**src/rtl/core/qet_pkg.sv**
```systemverilog
package qet_pkg;

    localparam int TOKEN_CAP_DEFAULT        = 1023;
    localparam int MAX_TOKENS_LIMIT_DEFAULT = 255;
    localparam logic [7:0] MAX_TOKENS_RESET = 8'd64;

    // results one input byte can cause at most
    localparam int RUN_SLOTS   = 3;
    localparam int QUEUE_DEPTH = 4;

    localparam logic [1:0] KIND_BYTE  = 2'd0;
    localparam logic [1:0] KIND_END   = 2'd1;
    localparam logic [1:0] KIND_DONE  = 2'd2;
    localparam logic [1:0] KIND_ERROR = 2'd3;

    localparam logic ERR_TOO_MANY   = 1'b0;
    localparam logic ERR_OPEN_QUOTE = 1'b1;

    localparam logic [7:0] CH_TAB       = 8'h09;
    localparam logic [7:0] CH_CR        = 8'h0D;
    localparam logic [7:0] CH_SPACE     = 8'h20;
    localparam logic [7:0] CH_DQUOTE    = 8'h22;
    localparam logic [7:0] CH_SQUOTE    = 8'h27;
    localparam logic [7:0] CH_BACKSLASH = 8'h5C;

    typedef struct packed {
        logic [1:0] kind;
        logic [7:0] token_byte;
        logic [7:0] token_number;
        logic       error_code;
    } t_result;

    typedef struct packed {
        logic [1:0]                    count;
        t_result [RUN_SLOTS-1:0]       res;
    } t_run;

endpackage

```
**src/rtl/core/qet_front.sv**
```systemverilog
module qet_front #(
    parameter int TOKEN_CAP        = qet_pkg::TOKEN_CAP_DEFAULT,
    parameter int MAX_TOKENS_LIMIT = qet_pkg::MAX_TOKENS_LIMIT_DEFAULT
) (
    input  logic          i_clk,
    input  logic          i_rst_n,
    input  logic          i_valid,
    output logic          o_ready,
    input  logic [7:0]    i_ch,
    input  logic          i_is_end,
    input  logic          i_cfg_valid,
    output logic          o_cfg_ready,
    input  logic [7:0]    i_cfg_data,
    input  logic          i_q_full,
    output logic          o_push,
    output qet_pkg::t_run o_run
);

    localparam int LEN_W = $clog2(TOKEN_CAP + 1);
    localparam logic [LEN_W-1:0] LEN_LAST = LEN_W'(TOKEN_CAP - 1);
    localparam logic [16:0] LIMIT_CAP = 17'(MAX_TOKENS_LIMIT);

    typedef enum logic [2:0] {
        MODE_BETWEEN,
        MODE_PLAIN,
        MODE_QUOTED,
        MODE_MUST_CLOSE,
        MODE_DISCARD
    } t_mode;

    t_mode            r_mode, n_mode;
    logic             r_qd, n_qd;
    logic             r_esc, n_esc;
    logic [LEN_W-1:0] r_len, n_len;
    logic [7:0]       r_count, n_count;
    logic [7:0]       r_max_tokens;

    logic             w_accept;
    logic             w_space;
    logic             w_quote;
    logic [7:0]       w_close_ch;
    logic [16:0]      w_cfg_ext;
    logic [16:0]      w_limit;
    logic             w_limit_hit;
    logic [LEN_W-1:0] w_len_base;
    logic             w_cap_reach;

    logic             e_append;
    logic [7:0]       e_byte;
    logic             e_plain_ctx;
    logic             e_finish;
    logic             e_fail;
    logic             e_code;
    logic             e_done;
    qet_pkg::t_run    w_run;

    assign o_ready     = !i_q_full;
    assign o_cfg_ready = 1'b1;
    assign w_accept    = i_valid && o_ready;

    assign w_space     = (i_ch == qet_pkg::CH_SPACE) ||
                         (i_ch inside {[qet_pkg::CH_TAB:qet_pkg::CH_CR]});
    assign w_quote     = (i_ch == qet_pkg::CH_DQUOTE) || (i_ch == qet_pkg::CH_SQUOTE);
    assign w_close_ch  = r_qd ? qet_pkg::CH_DQUOTE : qet_pkg::CH_SQUOTE;

    assign w_cfg_ext   = {9'd0, r_max_tokens};
    assign w_limit     = (w_cfg_ext > LIMIT_CAP) ? LIMIT_CAP : w_cfg_ext;
    assign w_limit_hit = ({9'd0, r_count} >= w_limit);

    // a token started by this byte counts from zero
    assign w_len_base  = (r_mode == MODE_BETWEEN) ? '0 : r_len;
    assign w_cap_reach = (w_len_base == LEN_LAST);

    always_comb begin
        logic [1:0] k;
        n_mode      = r_mode;
        n_qd        = r_qd;
        n_esc       = r_esc;
        n_len       = r_len;
        n_count     = r_count;
        e_append    = 1'b0;
        e_byte      = i_ch;
        e_plain_ctx = 1'b0;
        e_finish    = 1'b0;
        e_fail      = 1'b0;
        e_code      = qet_pkg::ERR_TOO_MANY;
        e_done      = 1'b0;
        w_run       = '0;
        k           = 2'd0;

        if (i_is_end) begin
            case (r_mode)
                MODE_BETWEEN: begin
                    e_done = 1'b1;
                end
                MODE_PLAIN: begin
                    // trailing backslash stays literal
                    e_append    = r_esc;
                    e_byte      = qet_pkg::CH_BACKSLASH;
                    e_plain_ctx = 1'b1;
                    e_finish    = 1'b1;
                    e_done      = 1'b1;
                end
                MODE_QUOTED: begin
                    e_append = r_esc;
                    e_byte   = qet_pkg::CH_BACKSLASH;
                    e_fail   = 1'b1;
                    e_code   = qet_pkg::ERR_OPEN_QUOTE;
                end
                MODE_MUST_CLOSE: begin
                    e_fail = 1'b1;
                    e_code = qet_pkg::ERR_OPEN_QUOTE;
                end
                default: begin
                end
            endcase
        end else begin
            case (r_mode)
                MODE_BETWEEN: begin
                    if (!w_space) begin
                        if (w_limit_hit) begin
                            e_fail = 1'b1;
                            e_code = qet_pkg::ERR_TOO_MANY;
                        end else if (w_quote) begin
                            n_mode = MODE_QUOTED;
                            n_qd   = (i_ch == qet_pkg::CH_DQUOTE);
                            n_len  = '0;
                            n_esc  = 1'b0;
                        end else begin
                            n_mode = MODE_PLAIN;
                            n_len  = '0;
                            if (i_ch == qet_pkg::CH_BACKSLASH) begin
                                n_esc = 1'b1;
                            end else begin
                                n_esc       = 1'b0;
                                e_append    = 1'b1;
                                e_plain_ctx = 1'b1;
                            end
                        end
                    end
                end
                MODE_PLAIN: begin
                    e_plain_ctx = 1'b1;
                    if (r_esc) begin
                        n_esc    = 1'b0;
                        e_append = 1'b1;
                    end else if (w_space) begin
                        e_finish = 1'b1;
                    end else if (i_ch == qet_pkg::CH_BACKSLASH) begin
                        n_esc = 1'b1;
                    end else begin
                        e_append = 1'b1;
                    end
                end
                MODE_QUOTED: begin
                    if (r_esc) begin
                        n_esc    = 1'b0;
                        e_append = 1'b1;
                    end else if (i_ch == w_close_ch) begin
                        e_finish = 1'b1;
                    end else if (i_ch == qet_pkg::CH_BACKSLASH) begin
                        n_esc = 1'b1;
                    end else begin
                        e_append = 1'b1;
                    end
                end
                MODE_MUST_CLOSE: begin
                    if (i_ch == w_close_ch) begin
                        e_finish = 1'b1;
                    end else begin
                        e_fail = 1'b1;
                        e_code = qet_pkg::ERR_OPEN_QUOTE;
                    end
                end
                default: begin
                end
            endcase
        end

        if (e_append) begin
            n_esc = 1'b0;
            n_len = w_len_base + 1'b1;
            if (w_cap_reach) begin
                if (e_plain_ctx) begin
                    e_finish = 1'b1;
                end else begin
                    n_mode = MODE_MUST_CLOSE;
                end
            end
        end
        if (e_finish) begin
            n_count = r_count + 8'd1;
            n_len   = '0;
            n_esc   = 1'b0;
            n_mode  = MODE_BETWEEN;
        end
        if (e_fail) begin
            n_esc  = 1'b0;
            n_mode = MODE_DISCARD;
        end
        if (i_is_end) begin
            n_mode  = MODE_BETWEEN;
            n_qd    = 1'b0;
            n_esc   = 1'b0;
            n_len   = '0;
            n_count = 8'd0;
        end

        // results in the order they are produced
        if (e_append) begin
            w_run.res[k] = '{qet_pkg::KIND_BYTE, e_byte, r_count, 1'b0};
            k = k + 2'd1;
        end
        if (e_finish) begin
            w_run.res[k] = '{qet_pkg::KIND_END, 8'd0, r_count, 1'b0};
            k = k + 2'd1;
        end
        if (e_fail) begin
            w_run.res[k] = '{qet_pkg::KIND_ERROR, 8'd0, r_count, e_code};
            k = k + 2'd1;
        end
        if (e_done) begin
            w_run.res[k] = '{qet_pkg::KIND_DONE, 8'd0, r_count + {7'd0, e_finish}, 1'b0};
            k = k + 2'd1;
        end
        w_run.count = k;
    end

    assign o_push = w_accept && (w_run.count != 2'd0);
    assign o_run  = w_run;

    always_ff @(posedge i_clk) begin
        if (!i_rst_n) begin
            r_mode       <= MODE_BETWEEN;
            r_qd         <= 1'b0;
            r_esc        <= 1'b0;
            r_len        <= '0;
            r_count      <= 8'd0;
            r_max_tokens <= qet_pkg::MAX_TOKENS_RESET;
        end else begin
            if (i_cfg_valid && o_cfg_ready) begin
                r_max_tokens <= i_cfg_data;
            end
            if (w_accept) begin
                r_mode  <= n_mode;
                r_qd    <= n_qd;
                r_esc   <= n_esc;
                r_len   <= n_len;
                r_count <= n_count;
            end
        end
    end

endmodule

```
**src/rtl/core/qet_queue.sv**
```systemverilog
module qet_queue (
    input  logic          i_clk,
    input  logic          i_rst_n,
    input  logic          i_push,
    input  qet_pkg::t_run i_run,
    output logic          o_full,
    input  logic          i_pop,
    output logic          o_valid,
    output qet_pkg::t_run o_head
);

    localparam int DEPTH = qet_pkg::QUEUE_DEPTH;
    localparam int PTR_W = $clog2(DEPTH);
    localparam int CNT_W = $clog2(DEPTH + 1);
    localparam logic [PTR_W-1:0] PTR_LAST = PTR_W'(DEPTH - 1);
    localparam logic [CNT_W-1:0] CNT_FULL = CNT_W'(DEPTH);

    qet_pkg::t_run    r_mem [DEPTH];
    logic [PTR_W-1:0] r_wr_ptr;
    logic [PTR_W-1:0] r_rd_ptr;
    logic [CNT_W-1:0] r_fill;

    logic w_push;
    logic w_pop;

    assign o_full  = (r_fill == CNT_FULL);
    assign o_valid = (r_fill != '0);
    assign o_head  = r_mem[r_rd_ptr];
    assign w_push  = i_push && !o_full;
    assign w_pop   = i_pop && o_valid;

    always_ff @(posedge i_clk) begin
        if (w_push) begin
            r_mem[r_wr_ptr] <= i_run;
        end
    end

    always_ff @(posedge i_clk) begin
        if (!i_rst_n) begin
            r_wr_ptr <= '0;
            r_rd_ptr <= '0;
            r_fill   <= '0;
        end else begin
            if (w_push) begin
                r_wr_ptr <= (r_wr_ptr == PTR_LAST) ? '0 : r_wr_ptr + 1'b1;
            end
            if (w_pop) begin
                r_rd_ptr <= (r_rd_ptr == PTR_LAST) ? '0 : r_rd_ptr + 1'b1;
            end
            case ({w_push, w_pop})
                2'b10:   r_fill <= r_fill + 1'b1;
                2'b01:   r_fill <= r_fill - 1'b1;
                default: r_fill <= r_fill;
            endcase
        end
    end

endmodule

```
**src/rtl/core/qet_back.sv**
```systemverilog
module qet_back (
    input  logic          i_clk,
    input  logic          i_rst_n,
    input  logic          i_q_valid,
    input  qet_pkg::t_run i_head,
    output logic          o_pop,
    output logic          o_valid,
    input  logic          i_ready,
    output logic [1:0]    o_kind,
    output logic [7:0]    o_token_byte,
    output logic [7:0]    o_token_number,
    output logic          o_error_code,
    output logic          o_last_of_run
);

    logic             r_valid;
    logic [1:0]       r_idx;
    qet_pkg::t_result r_res;
    logic             r_last;

    logic             w_advance;
    logic             w_last;

    // output register is free when empty or being taken this cycle
    assign w_advance = i_q_valid && (!r_valid || i_ready);
    assign w_last    = (r_idx == (i_head.count - 2'd1));
    assign o_pop     = w_advance && w_last;

    always_ff @(posedge i_clk) begin
        if (w_advance) begin
            r_res  <= i_head.res[r_idx];
            r_last <= w_last;
        end
    end

    always_ff @(posedge i_clk) begin
        if (!i_rst_n) begin
            r_valid <= 1'b0;
            r_idx   <= 2'd0;
        end else begin
            if (w_advance) begin
                r_valid <= 1'b1;
                r_idx   <= w_last ? 2'd0 : r_idx + 2'd1;
            end else if (i_ready) begin
                r_valid <= 1'b0;
            end
        end
    end

    assign o_valid        = r_valid;
    assign o_kind         = r_res.kind;
    assign o_token_byte   = r_res.token_byte;
    assign o_token_number = r_res.token_number;
    assign o_error_code   = r_res.error_code;
    assign o_last_of_run  = r_last;

endmodule

```
**src/rtl/core/quoted_escape_tokenizer_core.sv**
```systemverilog
// Splits a line, fed one byte per transaction and closed by an end marker,
// into whitespace-separated tokens with single/double quoting and backslash
// escapes. A byte is taken every cycle while the four-entry result queue has
// room; each byte yields zero to three results (token byte, token end, line
// done or error), and the output side drains one result per cycle unless
// stalled, so the sustained rate is one byte per cycle for ordinary text and
// slows when a byte causes several results. The front stage classifies a
// byte and updates the scan state in the cycle it is accepted; a queued
// result enters the output register when free. max_tokens may be written at
// any time the block is idle; no clearing pass is needed after reset.
module quoted_escape_tokenizer_core #(
    parameter int TOKEN_CAP        = qet_pkg::TOKEN_CAP_DEFAULT,
    parameter int MAX_TOKENS_LIMIT = qet_pkg::MAX_TOKENS_LIMIT_DEFAULT
) (
    input  logic       i_clk,
    input  logic       i_rst_n,
    input  logic       i_valid,
    output logic       o_ready,
    input  logic [7:0] i_ch,
    input  logic       i_is_end,
    input  logic       i_cfg_valid,
    output logic       o_cfg_ready,
    input  logic [7:0] i_cfg_data,
    output logic       o_valid,
    input  logic       i_ready,
    output logic [1:0] o_kind,
    output logic [7:0] o_token_byte,
    output logic [7:0] o_token_number,
    output logic       o_error_code,
    output logic       o_last_of_run
);

    logic          w_push;
    logic          w_q_full;
    logic          w_q_valid;
    logic          w_pop;
    qet_pkg::t_run w_push_run;
    qet_pkg::t_run w_head_run;

    qet_front #(
        .TOKEN_CAP        (TOKEN_CAP),
        .MAX_TOKENS_LIMIT (MAX_TOKENS_LIMIT)
    ) u_front (
        .i_clk       (i_clk),
        .i_rst_n     (i_rst_n),
        .i_valid     (i_valid),
        .o_ready     (o_ready),
        .i_ch        (i_ch),
        .i_is_end    (i_is_end),
        .i_cfg_valid (i_cfg_valid),
        .o_cfg_ready (o_cfg_ready),
        .i_cfg_data  (i_cfg_data),
        .i_q_full    (w_q_full),
        .o_push      (w_push),
        .o_run       (w_push_run)
    );

    qet_queue u_queue (
        .i_clk   (i_clk),
        .i_rst_n (i_rst_n),
        .i_push  (w_push),
        .i_run   (w_push_run),
        .o_full  (w_q_full),
        .i_pop   (w_pop),
        .o_valid (w_q_valid),
        .o_head  (w_head_run)
    );

    qet_back u_back (
        .i_clk          (i_clk),
        .i_rst_n        (i_rst_n),
        .i_q_valid      (w_q_valid),
        .i_head         (w_head_run),
        .o_pop          (w_pop),
        .o_valid        (o_valid),
        .i_ready        (i_ready),
        .o_kind         (o_kind),
        .o_token_byte   (o_token_byte),
        .o_token_number (o_token_number),
        .o_error_code   (o_error_code),
        .o_last_of_run  (o_last_of_run)
    );

`ifndef SYNTHESIS
    // line done and error always close the run of their transaction
    a_terminal_is_last: assert property (@(posedge i_clk) disable iff (!i_rst_n)
        o_valid && (o_kind == qet_pkg::KIND_DONE || o_kind == qet_pkg::KIND_ERROR)
        |-> o_last_of_run)
        else $error("terminal result not marked last");

    a_unused_fields_zero: assert property (@(posedge i_clk) disable iff (!i_rst_n)
        o_valid && o_kind != qet_pkg::KIND_BYTE |-> o_token_byte == 8'd0)
        else $error("token byte set on a non-byte result");

    a_code_only_on_error: assert property (@(posedge i_clk) disable iff (!i_rst_n)
        o_valid && o_kind != qet_pkg::KIND_ERROR |-> !o_error_code)
        else $error("error code set on a non-error result");

    // a queued run must reach the output register as soon as it is free
    a_queue_drains: assert property (@(posedge i_clk) disable iff (!i_rst_n)
        w_q_valid && (!o_valid || i_ready) |=> o_valid)
        else $error("queued result not moved to output");
`endif

endmodule
```
**config.mk**
```make
export PLATFORM = sky130hd
export DESIGN_NAME = quoted_escape_tokenizer_core
export DESIGN_NICKNAME = d
export VERILOG_FILES = /design/src/rtl/core/qet_pkg.sv /design/src/rtl/core/qet_front.sv /design/src/rtl/core/qet_queue.sv /design/src/rtl/core/qet_back.sv /design/src/rtl/core/quoted_escape_tokenizer_core.sv
export SDC_FILE = /design/constraint.sdc
export NUM_CORES = 1
export LEC_CHECK = 0
export ABC_AREA = 1
export BUFFER_PORTS_ARGS = -buffer_cell sky130_fd_sc_hd__buf_2
export CAP_MARGIN = 20
export CORE_MARGIN = 2
export CORE_UTILIZATION = 62
export DETAILED_ROUTE_END_ITERATION = 12
export GPL_ROUTABILITY_DRIVEN = 0
export PLACE_DENSITY = 0.79
export SLEW_MARGIN = 20
export SYNTH_ARGS = -nofsm -noshare
export SYNTH_HDL_FRONTEND = slang
export SYNTH_SLANG_ARGS = --single-unit
export TNS_END_PERCENT = 50
```
**constraint.sdc**
```tcl
create_clock -name i_clk -period 6.9 [get_ports i_clk]
set_input_delay 1.38 -clock i_clk [delete_from_list [all_inputs] [get_ports i_clk]]
set_output_delay 1.38 -clock i_clk [all_outputs]
set_load 0.02 [all_outputs]
```
; After elaboration in Yosys (flattened, before gate mapping)
; Memories as Yosys holds them, arrays and structs flattened. A register that Yosys moved wholly into a read port is not among the register bits.
; Index checks and enable logic that the tools add are counted.
[op_classes]
n_addsub = 12
n_mul = 0
div = 0
n_lt_le_gt_ge = 11
n_eq_ne = 21
n_shift = 0
n_mux = 103
bitwise_logic = 0
n_reduce_logical = 32
[ops]
columns = operator, count
row1 = $bwmux W57, 3
row2 = $mux W57, 3
row3 = $demux W19 S2, 3
row4 = $mux W19, 4
row5 = $mux W10, 7
row6 = $mux W1, 51
row7 = $mux W8, 5
row8 = $bmux W19 S2, 1
row9 = $mux W3, 10
row10 = $eq A8 B6 Y1 const B, 3
row11 = $mux W2, 9
row12 = $ge A8 B17 Y1, 1
row13 = $mux W17, 1
row14 = $ne A6 B6 Y1 const B, 2
row15 = $reduce_bool A2 Y1, 6
row16 = $add A10 B1 Y10 const B, 1
row17 = $add A2 B1 Y2 const B, 5
row18 = $eq A10 B10 Y1 const B, 1
row19 = $logic_and A1 B1 Y1, 10
row20 = $lt A2 B3 Y1 const B, 3
row21 = $pmux W1 S3, 3
row22 = $add A8 B1 Y8, 1
row23 = $add A8 B1 Y8 const B, 1
row24 = $eq A8 B7 Y1 const B, 1
row25 = other kinds (31), 44
[word_totals]
regBits = 61
latchBits = 0
mem_bits_rw = 236
rom_bits = 0
inputBits = 22
out_inout_bits = 23
elab_cells = 196
n_memories = 1
[mem_list]
columns = name, depth, width, read_ports, rd_ports_with_merged_regs, wr, line
row1 = u_queue.r_mem, 4, 59, 1, 1, 1, qet_queue.sv:18  ; qet_pkg::t_run r_mem [DEPTH];

; Logic depth before layout (Yosys ltp)
[depth]
word_depth = 20
mapped_depth = 30
ltp_nobuf = 29

; Hierarchy
; From an unflattened synthesis, not the netlist that was laid out.
[hier_totals]
cells_unflattened = 1304
area_unflattened_um2 = 13635.6
[by_module_without_submodules]
columns = module, instances, cells_per_inst, area_per_inst_um2, seq_area_each_um2
row1 = qet_queue, 1, 640, 9213.8, 7267.0
row2 = qet_front, 1, 528, 3235.6, 620.6
row3 = qet_back, 1, 136, 1186.1, 660.6

; Worst setup path before layout
; OpenSTA, ideal clock, no wires.
[synth_timing]
kind = in2reg
startpoint = input i_ch[7]
endpoint = memory u_queue.r_mem[0][0] (netlist name), enable pin
setup_ns = 0.443
arrival_time_ns = 5.688
t_required_ns = 6.457
setup_slack_ns = 0.769
path_stages = 23
path_buffers = 1
cell_sequence = nor2_2 nand2_1 nor2_2 nand2_2 nand2_4 nand2_1 nand2_1 nand2_1 nand2_2 nand3_4 nand2_4 buf_6 inv_2 ha_1 inv_1 nand3_1 nand2_2 inv_1 ha_1 or2_2 nand3_4 nand2_2 nor2_1
[synth_between]
elab_chain_len = 20
elab_cells_between_ends = 47
classes_between = 3 x add/sub / 2 x order compare / 5 x eq/ne / 31 x mux / 6 x reduce/logical
[synth_lines]
columns = element, line
row1 = from (decl), quoted_escape_tokenizer_core.sv:19  ; input logic [7:0] i_ch,
row2 = $ge A8 B4 Y1 (tied with other cells), qet_front.sv:62  ; (i_ch inside {[qet_pkg::CH_TAB:qet_pkg::CH_CR]});
row3 = $logic_and A1 B1 Y1 (tied with other cells), qet_front.sv:62
row4 = $logic_or A1 B1 Y1 / $mux W1 (equally long branches), "qet_front.sv:61, qet_front.sv:124"
row5 = "$mux W1, on equally long branches", "qet_front.sv:147, qet_front.sv:121"
row6 = "$mux W1, on equally long branches", "qet_front.sv:144, qet_front.sv:120"
row7 = $pmux W1 S3 / $pmux W1 S2 (equally long branches), qet_front.sv:118  ; case (r_mode)
row8 = $mux W1, qet_front.sv:91  ; if (i_is_end) begin
row9 = $mux W1, qet_front.sv:184  ; if (e_plain_ctx) begin
row10 = [4 not listed], n/a
row11 = $mux W2 *, qet_front.sv:218  ; if (e_fail) begin
row12 = $add A2 B1 Y2, qet_front.sv:224  ; k = k + 2'd1;
row13 = $mux W2 *, qet_front.sv:222  ; if (e_done) begin
row14 = $reduce_bool A2 Y1 *, qet_front.sv:229  ; assign o_push = w_accept && (w_run.count != 2'd0);
row15 = $logic_and A1 B1 Y1 *, qet_front.sv:229
row16 = $logic_and A1 B1 Y1 *, qet_queue.sv:29  ; assign w_push = i_push && !o_full;
row17 = $mux W1 *, qet_queue.sv:33  ; if (w_push) begin
row18 = $mux W1 (implied by the code) *, qet_queue.sv:34  ; r_mem[r_wr_ptr] <= i_run;
row19 = to (decl), qet_queue.sv:18
; Mark *: on every way between the ends. The rest lies on a longest branch, timed or not.

; Final worst setup path
[layout_timing]
startpoint = input i_ch[2]
endpoint = memory u_queue.r_mem[0][56] (netlist name), enable pin
; Same word-level chain as after synthesis.

==> results.md <==
Hold path:
- The hold path startpoint is u_queue.r_fill[0]$_SDFFE_PN0P_.
- Along the worst hold path, the cell count comes to 1.
- The worst hold endpoint is u_queue.r_fill[0]$_SDFFE_PN0P_.
- The path class of the tightest hold or removal check is reg -> reg.

Synth:
- During synthesis, Yosys emitted a total of 0 warnings.
- The number of nets in the synthesized netlist is 1128.
- sky130_fd_sc_hd__edfxtp_1 takes more of the synthesized area than any other cell.
- The proportion of register bits with asynchronous set or reset after synthesis is 0%.
- The post-synthesis register bit count is 235.
- The top-area cell type share of the netlist area is 52.3%.
- By area the synthesized netlist is led by sky130_fd_sc_hd__edfxtp_1 (52%), sky130_fd_sc_hd__dfxtp_1 (7.8%), sky130_fd_sc_hd__nor2_1 (5.9%).
- Summing the sequential cell areas from Yosys gives 60.2% of the chip area.
- In the post-synthesis netlist, the cell with the most instances is sky130_fd_sc_hd__edfxtp_1.
- The synthesized area is 11000 um^2.
- The commonest cells after synthesis are sky130_fd_sc_hd__edfxtp_1 (192), sky130_fd_sc_hd__nor2_1 (172), sky130_fd_sc_hd__nand2_1 (144).
- The prevailing post-synth register cell is sky130_fd_sc_hd__edfxtp_1.
- In this run, synthesis inferred 192 flip-flops with an integrated enable.
- The cell count after synthesis came out at 1081.
- A synthesized cell averages 10.2 um^2.
- The number of distinct library cells after synthesis is 54.

Floorplanning:
- The die outline area is 18800 um^2.
- The number of ports placed on the die boundary is 45.
- The die boundary width is 137 um.
- The floorplan has 48 rows.
- The initial utilization of the core area, before any placement, comes to 63.5%.
- The vertical extent of the die is 137 um.
- The region available for standard cell placement spans 17400 um^2.

Global route:
- The first global-routing pass estimated 38500 um of wire.
- For this run, the total global-route usage over all layers was measured as 26.6%.
- The initial antenna violation count came to 0.
- The aggregate global routing overflow is 0.
- Entering global routing, the biggest net connects 87 pins.
- The number of global-route vias before repair is 7484.

Worst setup path:
- The worst register-to-register path begins at u_front.r_count[2]$_SDFFE_PN0P_.
- The type of element launching the critical path is an input port.
- The highest net fanout along the worst path is 24.
- The critical register-to-register path endpoint is u_queue.r_mem[0][56]$_DFFE_PP_.
- The critical path in this run is classified as in -> reg.
- The setup slack of the most critical reg-to-reg path is 1.86 ns.
- Data on the critical path arrives at its endpoint at 5.40 ns.
- At the worst endpoint, the required time is 7.11 ns.
- The worst setup path is captured at a register.
- The worst reg2reg path depth is 21.

Clock tree:
- The number of hold-repair buffers added at the cts stage is 0.
- The maximum buffer depth of the clock tree is 3.
- TritonCTS built the clock tree.
- The post-CTS setup buffer count is 0.
- In this run the number of H-tree levels came out at 1.
- The number of buffers inserted during clock tree synthesis is 24.
- After clock tree synthesis, the clock-pin slew on the worst setup and hold paths is 0.06 ns.
- The clock insertion delay at the later pin of the skew report is 0.52 ns.
- The number of cells upsized or downsized after cts is 0.
- The root buffer cell chosen for the clock tree is sky130_fd_sc_hd__clkbuf_16.
- The clock sink total is 235.

Detailed routing:
- The post-detailed-route DRC marker count is 0.
- After detailed routing, the average wire length per cell comes to 17.8 um.
- The routed design uses 11700 um of met2 wire.
- The detailed-route via count is 7942.
- After detailed routing, the number of vias per cell comes to 5.85.
- The first detailed-routing pass took 5 iterations.
- For this block, the routed nets add up to 24100 um of wire.
- After the first detailed-routing iteration, the DRC count stood at 903.
- The detailed router used layers up to and including met4.
- In this run the remaining antenna-violating nets after routing total 0.
- The detailed router put a total of 9980 um of wire on met1.
- Wire segments on met3 add up to 2000 um in the final route.

Place:
- The post-placement setup slack is 1.24 ns.
- Buffers placed on the I/O ports in this run total 43.
- The sum of net half-perimeters after detailed placement is 15600 um.
- The placed standard-cell area is 11400 um^2.

Final layout:
- The design area is 12200 um^2.
- In the final layout, the share of cells above drive strength 1 is 14.5%.
- For this run, the post-layout net count is 1163.
- 0 antenna diodes ended up in the layout.
- The final-layout fill cell count is 1229.
- The layout overhead on the synthesized area is 10.7%.

Timing:
- The routed design could run at a clock period as short as 5.19 ns.
- The worst slack on hold paths is 0.464 ns.
- The maximum achievable frequency is 193 MHz.
- Setup repair after global routing left no endpoint under its margin.
- For the final database, setup skew stands at 0.0174 ns.
- At the pin with the least slew margin, the transition time is 1.03 ns.
- The final period utilization is 75.2%.
- Setup violations remaining at the end of the flow were counted as 0.
- After layout, the worst setup slack is 1.71 ns.
- The final-report max-slew violation count is 0.
- The tightest slew margin relative to the limit is 31.4%.
- Summed over all failing endpoints, the final setup total negative slack is 0 ns.
- The number of hold-slack violations in the final timing report came to 0.

Pwr:
- The completed layout was analyzed and its total power is 4.08 mW.
- The total leakage power is 4.52 nW.
- The worst vdd rail ir drop is 0.000228 V.
- Dividing total power by cell area gives a power density of 335 nW/um^2.

Flow run:
- The max capacitance violation total is 0.

Status:
- The flow ran to the end, and the final reports show no timing, DRC or antenna violations.
[state kept, by name, summed over array words and instances, names as in the netlist, named ones only]
register / flops
u_back.o_error_code: 1
u_back.o_kind: 2
u_back.o_last_of_run: 1
u_back.o_token_byte: 8
u_back.o_token_number: 8
u_back.o_valid: 1
u_back.r_idx: 2
u_front.r_count: 8
u_front.r_esc: 1
u_front.r_len: 10
u_front.r_max_tokens: 8
u_front.r_mode: 3
u_front.r_qd: 1
u_queue.r_fill: 3
u_queue.r_mem: 172
u_queue.r_rd_ptr: 2
u_queue.r_wr_ptr: 2
[worst max path at each step]
| stage | start | end | slack (ns) | depth (start not counted) |
|---|---|---|---|---|
| after floorplan | i_ch[7] | u_queue.r_mem[0][0]$_DFFE_PP_ | 0.77 | 23 |
| after global placement | i_ch[7] | u_queue.r_mem[1][43]$_DFFE_PP_ | 1.31 | 24 |
| after detailed placement | i_ch[7] | u_queue.r_mem[3][46]$_DFFE_PP_ | 1.24 | 24 |
| after CTS | i_ch[2] | u_queue.r_mem[3][45]$_DFFE_PP_ | 1.74 | 21 |
| after global routing | i_ch[2] | u_queue.r_mem[3][45]$_DFFE_PP_ | 1.40 | 21 |
| final | i_ch[2] | u_queue.r_mem[0][56]$_DFFE_PP_ | 1.71 | 21 |
[worst max-delay path: stages]
cell and delay [ns]:
sky130_fd_sc_hd__buf_2 0.14, sky130_fd_sc_hd__nand2_1 0.10, sky130_fd_sc_hd__nor2_1 0.11, sky130_fd_sc_hd__nor2_1 0.07, sky130_fd_sc_hd__nand2_2 0.08, sky130_fd_sc_hd__nand2_4 0.07, sky130_fd_sc_hd__nand3_1 0.07, sky130_fd_sc_hd__nand3_1 0.10
sky130_fd_sc_hd__o21ai_2 0.53, sky130_fd_sc_hd__nand2_4 0.17, sky130_fd_sc_hd__ha_1 0.33, sky130_fd_sc_hd__inv_1 0.08, sky130_fd_sc_hd__nand3_1 0.11, sky130_fd_sc_hd__nand2_2 0.13, sky130_fd_sc_hd__inv_1 0.05, sky130_fd_sc_hd__ha_1 0.28
sky130_fd_sc_hd__or2_2 0.33, sky130_fd_sc_hd__nand3_4 0.11, sky130_fd_sc_hd__nand2_2 0.16, sky130_fd_sc_hd__nor2_4 0.66, sky130_fd_sc_hd__buf_4 0.34
[stage by stage]
step                util [%]  instances
global placement        65.9       1315
floorplan                  -       1081
CTS                     70.2       1357
finish                  70.2       1357
detailed placement      65.9       1315
global route            70.2       1357
[routing by layer]
layer	global-route usage (%)	up-vias
li1	-	3839
met1	36.1	3748
met2	43.7	314
met3	5.11	41
met4	7.96	0
met5	0	-
[kinds of logic after synthesis]
| group | after synthesis | synth area share (%) |
|---|---|---|
| simple gates | 434 | 18.0 |
| flops | 235 | 60.2 |
| compound gates | 232 | 12.3 |
| buf+inv | 134 | 5.02 |
| fa+ha+maj | 25 | 2.91 |
| xor+xnor | 20 | 1.59 |
| other cells | 1 | 0.0340 |
[final cells by class]
type	count	area (um^2)	share of cell area [%]
sequential	235	6630	54.4
multi-input combinational	712	3870	31.8
clock buffer	29	641	5.25
inverter	88	333	2.73
timing repair buffer	55	318	2.61
tap	225	282	2.31
clock inverter	13	119	0.975
[cells in the final DEF, fill, tap and decap left out, types with 4 or more instances in the layout]
cell type,instances
sky130_fd_sc_hd__a21oi_1,54
sky130_fd_sc_hd__buf_2,43
sky130_fd_sc_hd__buf_4,11
sky130_fd_sc_hd__clkbuf_1,4
sky130_fd_sc_hd__clkbuf_16,25
sky130_fd_sc_hd__clkinv_1,9
sky130_fd_sc_hd__clkinv_2,4
sky130_fd_sc_hd__dfxtp_1,42
sky130_fd_sc_hd__edfxtp_1,192
sky130_fd_sc_hd__ha_1,24
sky130_fd_sc_hd__inv_1,69
sky130_fd_sc_hd__inv_2,13
sky130_fd_sc_hd__nand2_1,144
sky130_fd_sc_hd__nand2_2,11
sky130_fd_sc_hd__nand2_4,6
sky130_fd_sc_hd__nand3_1,51
sky130_fd_sc_hd__nand3_2,4
sky130_fd_sc_hd__nand4_1,8
sky130_fd_sc_hd__nor2_1,167
sky130_fd_sc_hd__nor2_2,11
sky130_fd_sc_hd__nor2_4,6
sky130_fd_sc_hd__nor3_1,12
sky130_fd_sc_hd__o21ai_0,102
sky130_fd_sc_hd__o21ai_1,5
sky130_fd_sc_hd__o22ai_1,49
sky130_fd_sc_hd__o22ai_2,8
sky130_fd_sc_hd__xnor2_1,5
sky130_fd_sc_hd__xor2_1,15
[power breakdown]
part	switching (mW)	leakage, nW	internal [mW]	total (mW)
combinational	0.736	1.98	0.287	1.02
clock	0.517	0.367	0.734	1.25
sequential	0.0531	2.17	1.76	1.81
total	1.31	4.52	2.78	4.08
(Power assumes the default switching activity.)
